--- src/rtl/spt_pkg.sv ---
// Shared types, codes and constants for the sampling parameter tuner.
package spt_pkg;

	// Configuration port geometry
	localparam int unsigned CFG_IDX_W  = 3;
	localparam int unsigned CFG_DATA_W = 16;

	// Register indexes
	localparam logic [CFG_IDX_W-1:0] REG_RUN_MODE     = 3'd0;
	localparam logic [CFG_IDX_W-1:0] REG_STRATEGY     = 3'd1;
	localparam logic [CFG_IDX_W-1:0] REG_TEMP_FLOOR   = 3'd2;
	localparam logic [CFG_IDX_W-1:0] REG_TEMP_CEILING = 3'd3;
	localparam logic [CFG_IDX_W-1:0] REG_TOPK_FLOOR   = 3'd4;
	localparam logic [CFG_IDX_W-1:0] REG_TOPK_CEILING = 3'd5;

	// Run modes (code 3 behaves as observe)
	localparam logic [1:0] MODE_OFF     = 2'd0;
	localparam logic [1:0] MODE_OBSERVE = 2'd1;
	localparam logic [1:0] MODE_ENFORCE = 2'd2;

	// Tuning strategies (codes 5..7 behave as none)
	localparam logic [2:0] STRAT_NONE    = 3'd0;
	localparam logic [2:0] STRAT_ENTROPY = 3'd1;
	localparam logic [2:0] STRAT_LENGTH  = 3'd2;
	localparam logic [2:0] STRAT_QUALITY = 3'd3;
	localparam logic [2:0] STRAT_HYBRID  = 3'd4;

	// Request functions
	localparam logic FUNC_SAMPLE = 1'b0;
	localparam logic FUNC_CLEAR  = 1'b1;

	// Reset values
	localparam logic [15:0] RST_TEMP_FLOOR   = 16'd100;
	localparam logic [15:0] RST_TEMP_CEILING = 16'd1500;
	localparam logic [9:0]  RST_TOPK_FLOOR   = 10'd1;
	localparam logic [9:0]  RST_TOPK_CEILING = 10'd100;
	localparam logic [15:0] RST_TEMP_REC     = 16'd700;
	localparam logic [9:0]  RST_TOPK_REC     = 10'd40;

	// Response length classes
	localparam logic [15:0] SHORT_LIMIT = 16'd20;
	localparam logic [15:0] LONG_LIMIT  = 16'd60;

	// Entropy thresholds, on the average and on 5x the average (pre-divide sum)
	localparam logic [15:0] ENT_LOW       = 16'd500;
	localparam logic [15:0] ENT_HIGH      = 16'd1500;
	localparam logic [18:0] ENT_LOW_X5    = 19'd2500;  // avg <  500  <=> sum < 2500
	localparam logic [18:0] ENT_HIGH_X5   = 19'd7504;  // avg > 1500  <=> sum > 7504

	// Divide by 5 via reciprocal: floor(x * 419431 / 2^21), exact for x < 699050
	localparam logic [19:0] DIV5_RECIP = 20'd419431;
	localparam int unsigned DIV5_SHIFT = 21;

	// Adjustment steps
	localparam logic [16:0] TEMP_MIN_DEC  = 17'd100;
	localparam logic [16:0] TEMP_STEP_ENT = 17'd50;
	localparam logic [16:0] TEMP_STEP_LEN = 17'd30;
	localparam logic [16:0] TEMP_STEP_QLT = 17'd100;
	localparam logic [10:0] TOPK_STEP_LEN = 11'd5;
	localparam logic [10:0] TOPK_STEP_QLT = 11'd10;
	localparam logic [15:0] REP_LIMIT_QLT = 16'd3;
	localparam logic [15:0] REP_LIMIT_HYB = 16'd2;

	typedef struct packed {
		logic [1:0]  run_mode;
		logic [2:0]  strategy;
		logic [15:0] temp_floor;
		logic [15:0] temp_ceiling;
		logic [9:0]  topk_floor;
		logic [9:0]  topk_ceiling;
	} cfg_t;

	typedef struct packed {
		logic        func;
		logic [15:0] token_count;
		logic [15:0] repeat_count;
		logic [15:0] entropy_sample;
	} item_t;

	typedef struct packed {
		logic [15:0] rec_temperature;
		logic [9:0]  rec_topk;
		logic [15:0] entropy_average;
		logic [31:0] samples_seen;
		logic [31:0] short_seen;
		logic [31:0] long_seen;
		logic [31:0] tokens_sum;
		logic [31:0] repeats_sum;
		logic [31:0] adjustments_done;
	} stats_t;

endpackage

--- src/rtl/spt_cfg.sv ---
// Configuration register file for the sampling parameter tuner.
module spt_cfg (
	input  logic                          clk,
	input  logic                          arst_n,
	input  logic                          cfg_we,
	input  logic [spt_pkg::CFG_IDX_W-1:0]  cfg_index,
	input  logic [spt_pkg::CFG_DATA_W-1:0] cfg_data,
	output spt_pkg::cfg_t                 cfg
);
	import spt_pkg::*;

	cfg_t cfg_q;

	// Register writes; unknown indexes are dropped
	always_ff @(posedge clk or negedge arst_n) begin
		if (!arst_n) begin
			cfg_q.run_mode     <= MODE_OFF;
			cfg_q.strategy     <= STRAT_NONE;
			cfg_q.temp_floor   <= RST_TEMP_FLOOR;
			cfg_q.temp_ceiling <= RST_TEMP_CEILING;
			cfg_q.topk_floor   <= RST_TOPK_FLOOR;
			cfg_q.topk_ceiling <= RST_TOPK_CEILING;
		end else if (cfg_we) begin
			case (cfg_index)
				REG_RUN_MODE:     cfg_q.run_mode     <= cfg_data[1:0];
				REG_STRATEGY:     cfg_q.strategy     <= cfg_data[2:0];
				REG_TEMP_FLOOR:   cfg_q.temp_floor   <= cfg_data;
				REG_TEMP_CEILING: cfg_q.temp_ceiling <= cfg_data;
				REG_TOPK_FLOOR:   cfg_q.topk_floor   <= cfg_data[9:0];
				REG_TOPK_CEILING: cfg_q.topk_ceiling <= cfg_data[9:0];
				default: ;
			endcase
		end
	end

	assign cfg = cfg_q;

endmodule

--- src/rtl/spt_core.sv ---
// Statistics and recommendation update: state registers double as the result register.
module spt_core (
	input  logic           clk,
	input  logic           arst_n,
	input  logic           load,
	input  spt_pkg::item_t item,
	input  spt_pkg::cfg_t  cfg,
	output spt_pkg::stats_t stats
);
	import spt_pkg::*;

	stats_t st_q;
	stats_t st_n;

	logic [18:0] avg_sum;
	logic [38:0] avg_prod;
	logic [15:0] avg_div;

	// avg*4 + sample, then divide by 5 through the reciprocal multiplier
	assign avg_sum  = {1'b0, st_q.entropy_average, 2'b00} + {3'b000, item.entropy_sample};
	assign avg_prod = avg_sum * DIV5_RECIP;
	assign avg_div  = avg_prod[DIV5_SHIFT+15:DIV5_SHIFT];

	// Next state for one request
	always_comb begin
		logic        seed;
		logic        avg_low;
		logic        avg_high;
		logic [16:0] t;
		logic [10:0] k;

		st_n     = st_q;
		seed     = (st_q.samples_seen == '0);
		avg_low  = seed ? (item.entropy_sample < ENT_LOW) : (avg_sum < ENT_LOW_X5);
		avg_high = seed ? (item.entropy_sample > ENT_HIGH) : (avg_sum > ENT_HIGH_X5);
		t        = {1'b0, st_q.rec_temperature};
		k        = {1'b0, st_q.rec_topk};

		if (item.func == FUNC_CLEAR) begin
			st_n.samples_seen    = '0;
			st_n.tokens_sum      = '0;
			st_n.repeats_sum     = '0;
			st_n.short_seen      = '0;
			st_n.long_seen       = '0;
			st_n.entropy_average = '0;
		end else if (cfg.run_mode != MODE_OFF) begin
			st_n.samples_seen    = st_q.samples_seen + 32'd1;
			st_n.tokens_sum      = st_q.tokens_sum + {16'd0, item.token_count};
			st_n.repeats_sum     = st_q.repeats_sum + {16'd0, item.repeat_count};
			st_n.entropy_average = seed ? item.entropy_sample : avg_div;
			if (item.token_count < SHORT_LIMIT) begin
				st_n.short_seen = st_q.short_seen + 32'd1;
			end else if (item.token_count > LONG_LIMIT) begin
				st_n.long_seen = st_q.long_seen + 32'd1;
			end

			if (cfg.run_mode == MODE_ENFORCE) begin
				// Strategy nudge
				case (cfg.strategy)
					STRAT_ENTROPY: begin
						if (avg_low) begin
							t = t + TEMP_STEP_ENT;
						end else if (avg_high && t > TEMP_MIN_DEC) begin
							t = t - TEMP_STEP_ENT;
						end
					end
					STRAT_LENGTH: begin
						if (st_n.short_seen > st_n.long_seen) begin
							t = t + TEMP_STEP_LEN;
							k = k + TOPK_STEP_LEN;
						end else if (st_n.long_seen > st_n.short_seen) begin
							if (t > TEMP_MIN_DEC) t = t - TEMP_STEP_LEN;
							if (k > TOPK_STEP_LEN) k = k - TOPK_STEP_LEN;
						end
					end
					STRAT_QUALITY: begin
						if (item.repeat_count > REP_LIMIT_QLT) begin
							t = t + TEMP_STEP_QLT;
							k = k + TOPK_STEP_QLT;
						end
					end
					STRAT_HYBRID: begin
						if (avg_low || item.repeat_count > REP_LIMIT_HYB) t = t + TEMP_STEP_ENT;
						if (st_n.short_seen > (st_n.samples_seen >> 1)) k = k + TOPK_STEP_LEN;
					end
					default: ;
				endcase

				// Clamp: floor first, ceiling wins
				if (t < {1'b0, cfg.temp_floor})   t = {1'b0, cfg.temp_floor};
				if (t > {1'b0, cfg.temp_ceiling}) t = {1'b0, cfg.temp_ceiling};
				if (k < {1'b0, cfg.topk_floor})   k = {1'b0, cfg.topk_floor};
				if (k > {1'b0, cfg.topk_ceiling}) k = {1'b0, cfg.topk_ceiling};

				st_n.rec_temperature  = t[15:0];
				st_n.rec_topk         = k[9:0];
				st_n.adjustments_done = st_q.adjustments_done + 32'd1;
			end
		end
	end

	always_ff @(posedge clk or negedge arst_n) begin
		if (!arst_n) begin
			st_q <= '{rec_temperature: RST_TEMP_REC, rec_topk: RST_TOPK_REC,
			          entropy_average: 16'd0, samples_seen: 32'd0, short_seen: 32'd0,
			          long_seen: 32'd0, tokens_sum: 32'd0, repeats_sum: 32'd0,
			          adjustments_done: 32'd0};
		end else if (load) begin
			st_q <= st_n;
		end
	end

	assign stats = st_q;

endmodule

--- src/rtl/sampling_param_tuner_unit.sv ---
// Top level of the sampling parameter tuner.
//
// Input channel: in_valid / in_stall with func, token_count, repeat_count and
// entropy_sample. func selects between feeding one response sample and
// clearing the running statistics. Every request yields exactly one result on
// the output channel (out_valid / out_stall): the recommended temperature and
// top-k plus all running statistics after that request.
// A request accepted on the input channel is captured in the input register,
// and its result is loaded into the state/result registers when the result
// register can advance, which raises out_valid.
// Throughput: one request per cycle unless the receiver stalls; the update
// (divide-by-5 reciprocal multiply, strategy nudge, clamp) is combinational.
// When the receiver stalls, the result holds and the input register keeps
// one more request; in_stall rises only while both are full and stalled.
// Configuration is a plain write port (cfg_we, cfg_index, cfg_data); the user
// must write it only while the block is idle; the block does not enforce this.
// Reset clears the statistics, sets temperature 700 and top-k 40, loads the
// register defaults and empties both stages.
module sampling_param_tuner_unit (
	input  logic                          clk,
	input  logic                          arst_n,
	input  logic                          cfg_we,
	input  logic [spt_pkg::CFG_IDX_W-1:0]  cfg_index,
	input  logic [spt_pkg::CFG_DATA_W-1:0] cfg_data,
	input  logic                          in_valid,
	output logic                          in_stall,
	input  logic                          func,
	input  logic [15:0]                   token_count,
	input  logic [15:0]                   repeat_count,
	input  logic [15:0]                   entropy_sample,
	output logic                          out_valid,
	input  logic                          out_stall,
	output logic [15:0]                   rec_temperature,
	output logic [9:0]                    rec_topk,
	output logic [15:0]                   entropy_average,
	output logic [31:0]                   samples_seen,
	output logic [31:0]                   short_seen,
	output logic [31:0]                   long_seen,
	output logic [31:0]                   tokens_sum,
	output logic [31:0]                   repeats_sum,
	output logic [31:0]                   adjustments_done
);
	import spt_pkg::*;

	cfg_t   cfg;
	item_t  item_s1;
	logic   valid_s1;
	logic   out_valid_q;
	logic   advance;
	stats_t stats;

	// Handshake: result register can take the held request unless it is stalled
	assign advance  = valid_s1 & ~(out_valid_q & out_stall);
	assign in_stall = valid_s1 & out_valid_q & out_stall;

	// Input register
	always_ff @(posedge clk or negedge arst_n) begin
		if (!arst_n) begin
			valid_s1 <= 1'b0;
		end else if (!in_stall) begin
			valid_s1 <= in_valid;
		end
	end

	always_ff @(posedge clk) begin
		if (in_valid && !in_stall) begin
			item_s1 <= '{func: func, token_count: token_count,
			             repeat_count: repeat_count, entropy_sample: entropy_sample};
		end
	end

	// Result valid
	always_ff @(posedge clk or negedge arst_n) begin
		if (!arst_n) begin
			out_valid_q <= 1'b0;
		end else if (advance) begin
			out_valid_q <= 1'b1;
		end else if (!out_stall) begin
			out_valid_q <= 1'b0;
		end
	end

	spt_cfg u_cfg (
		.clk       (clk),
		.arst_n    (arst_n),
		.cfg_we    (cfg_we),
		.cfg_index (cfg_index),
		.cfg_data  (cfg_data),
		.cfg       (cfg)
	);

	spt_core u_core (
		.clk    (clk),
		.arst_n (arst_n),
		.load   (advance),
		.item   (item_s1),
		.cfg    (cfg),
		.stats  (stats)
	);

	assign out_valid        = out_valid_q;
	assign rec_temperature  = stats.rec_temperature;
	assign rec_topk         = stats.rec_topk;
	assign entropy_average  = stats.entropy_average;
	assign samples_seen     = stats.samples_seen;
	assign short_seen       = stats.short_seen;
	assign long_seen        = stats.long_seen;
	assign tokens_sum       = stats.tokens_sum;
	assign repeats_sum      = stats.repeats_sum;
	assign adjustments_done = stats.adjustments_done;

endmodule

--- config.mk ---
export PLATFORM = sky130hd
export DESIGN_NAME = sampling_param_tuner_unit
export DESIGN_NICKNAME = d
export VERILOG_FILES = /design/src/rtl/spt_pkg.sv /design/src/rtl/spt_cfg.sv /design/src/rtl/spt_core.sv /design/src/rtl/sampling_param_tuner_unit.sv
export SDC_FILE = /design/constraint.sdc
export NUM_CORES = 2
export LEC_CHECK = 0
export ABC_AREA = 1
export BUFFER_PORTS_ARGS = -buffer_cell sky130_fd_sc_hd__buf_2
export CAP_MARGIN = 40
export CORE_MARGIN = 2
export CORE_UTILIZATION = 66
export DETAILED_ROUTE_END_ITERATION = 8
export PLACE_DENSITY = 0.88
export SYNTH_ARGS = -nofsm -noshare
export SYNTH_HDL_FRONTEND = slang
export SYNTH_SLANG_ARGS = --single-unit
export TNS_END_PERCENT = 100
--- constraint.sdc ---
create_clock -name clk -period 16.6 [get_ports clk]
set_input_delay 1.66 -clock clk [delete_from_list [all_inputs] [get_ports clk]]
set_output_delay 1.66 -clock clk [all_outputs]
set_load 0.1 [all_outputs]
==> run metrics <==
outcome complete, no violations; Commonest cells post-synth nand2_1, inv_1, ha_1; DR WL/cell 18.9 um; Slew Viols, Final 0; most used cell along the critical path nand2_1; CP peak stage delay 610 ps; Placeable Area 46600 um^2; worst r2r src item_s1[8]; relative slew slack 38.9%; number of global-route vias before repair 28939; Rows 79; Worst Hold End u_core.stats[31]; post-synth net total 4624; H-tree depth 2; Top FF cell, synth dfrtp_1; hold-fix buffers at CTS 0; Initial Util 67.0%; Tot GR Track Use 38.2%; CP arrival 10790 ps; total grt overflow 0; Worst Clk Skew 21.4 ps; Worst Setup End Kind register; I/O Buffers 308; TritonCTS clock tree built; final setup margin 6270 ps; family with the most delay on the worst path simple AND/OR/NAND/NOR gates; routability congestion estimate from global placement 1.01; internal reg-to-reg setup slack 6270 ps; Via density 5.98; Final setup viols 0; synth-to-layout area growth 11.3%; initial antenna violation count 1; # DRC 0; RSZ-0062 raised after global routing false; hold path cells 1; clk sinks 342; First DRT Iteration DRCs 2797; final hold violation count 0; pre-CTS setup slack 6600 ps; Post-synth EDFFs 49; total wire length 93800 um; fin nets 4894; post-route minimum period 10330 ps; # IOs 309; number of max-cap violations 0; Synth area leaders dfrtp_1, ha_1, nand2_1; HP Start u_core.stats[31]; Startpoint Class register; cells after synthesis 4065; first-pass GRT wire length 151000 um; share of layout cells above drive strength 1 11.1%; HPWL Detailed 71700 um; Root Buffer Master clkbuf_16; Synth Warn # 0; worst skew pair latency 590 ps; CTS Buf Count 39; worst-margin pin slew 916 ps; Max clock buf depth 3; largest net degree at the start of global routing 99; CP max FO 19; Tcrit/Tclk final 62.2%; DIE AREA 49000 um^2; register bit total from synthesis 342; Max Fclk 96.8 MHz; die width 221 um; clk slew on worst S/H paths 60 ps; Antenna diodes 0; post-synth cell types 69; DR vias 29732; post-synthesis sequential area ratio 28.3%; post-cts sizing count 0; ys async rst share 85.7%; drt pass-1 iters 9; most frequent cell after synthesis nand2_1; Worst Hold Class reg -> reg; WP data required 17060 ps; R2R Path End u_core.stats[218]; WP buf/inv 7; Synth area leader dfrtp_1; post-CTS setup buffers 0; FF-to-FF path depth 60; Synth Area per Inst 7.67 um^2; Setup CP Type reg -> reg; Syn Std Cell Area 31200 um^2; Yosys top cell area share 21.7%; Final ANT Viol Nets 0; setup TNS 0 ps; Die H 221 um; Slowest cell on crit path xor2_1
-- state kept, by name (all words and copies together), names as in the netlist --
name	flops
item_s1	49
out_valid	1
u_cfg.cfg	57
u_core.stats	234
valid_s1	1
-- kinds of logic (layout without fill, tap and decap cells) --
logic type                 count (synthesis)  count (layout)  synth area share [%]
xor gates and xnor gates                 172             172                  4.85
and+or+nand+nor                         1624            1624                  22.4
buffers and inverters                    759            1057                  9.21
AOI/OAI and AO/OA                        682             682                  12.4
DFF                                      342             342                  28.3
adders and majority gates                486             486                  22.8
-- through the flow --
stage	instance area [um^2]	std cells	utilization (%)	hold slack (ps)
2_1_floorplan	31200	4065	-	441
3_3_place_gp	33200	4891	71.3	448
3_5_place_dp	33400	4901	71.7	455
4_1_cts	34700	4970	74.6	468
5_1_grt	34700	4970	74.6	491
6_report	34700	4970	74.6	476
-- per-layer routing --
| layer | vias up | global-route usage [%] | wire length, um |
|---|---|---|---|
| met5 | - | 0 | 14 |
| met4 | 2 | 19.6 | 5430 |
| met3 | 338 | 8.48 | 9380 |
| met2 | 1550 | 61.4 | 42700 |
| met1 | 13903 | 48.6 | 36300 |
| li1 | 13939 | - | - |
-- layout make-up --
type	instances	area [um^2]
clock buffer	55	1110
clock inverter	14	204
fill	3569	11800
inverter	655	2460
multi-input combinational	2964	19500
sequential	342	8830
tap	607	759
timing repair buffer	333	1850
-- layout by cell type (no fill, tap or decap), types with 12 or more instances in the layout --
master	count
inv_1	626
nor2_1	239
nand3b_1	17
fa_1	137
buf_2	307
nor4_1	30
nor3_1	66
edfxtp_1	49
o211ai_1	25
a21oi_1	221
nand3_1	221
clkbuf_16	39
nand4_1	61
dfrtp_1	271
o21ai_0	250
inv_2	25
nand2_1	935
o22ai_1	72
xnor2_1	28
a22o_1	12
dfstp_2	22
xor2_1	143
ha_1	349
a31oi_1	14
buf_4	17
-- worst max-delay path by stage --
| stage | from | to | slack (ps) | depth (start not counted) |
|---|---|---|---|---|
| 6_report | item_s1[8] | u_core.stats[218] | 6270 | 60 |
| 5_1_grt | item_s1[45] | u_core.stats[218] | 5290 | 67 |
| 4_1_cts | item_s1[45] | u_core.stats[218] | 6530 | 67 |
| 3_5_place_dp | item_s1[45] | u_core.stats[218] | 6600 | 67 |
| 3_3_place_gp | item_s1[47] | u_core.stats[218] | 6570 | 66 |
| 2_1_floorplan | u_core.stats[129] | u_core.stats[232] | 7870 | 67 |
-- worst reg2reg max path, delay by kind of cell, from the launching register on --
kind / cells / cell delay, ps
AO/OA/AOI/OAI: 18 / 2420
XOR/XNOR: 1 / 610
flip-flops: 1 / 500
adder cells (fa/ha/maj): 4 / 1120
buffers and inverters: 7 / 1140
AND/OR/NAND/NOR: 30 / 4420
Power is left out: the tool's default activity adds up to more than one toggle a clock period on the data nets, which glitch-free logic cannot reach.
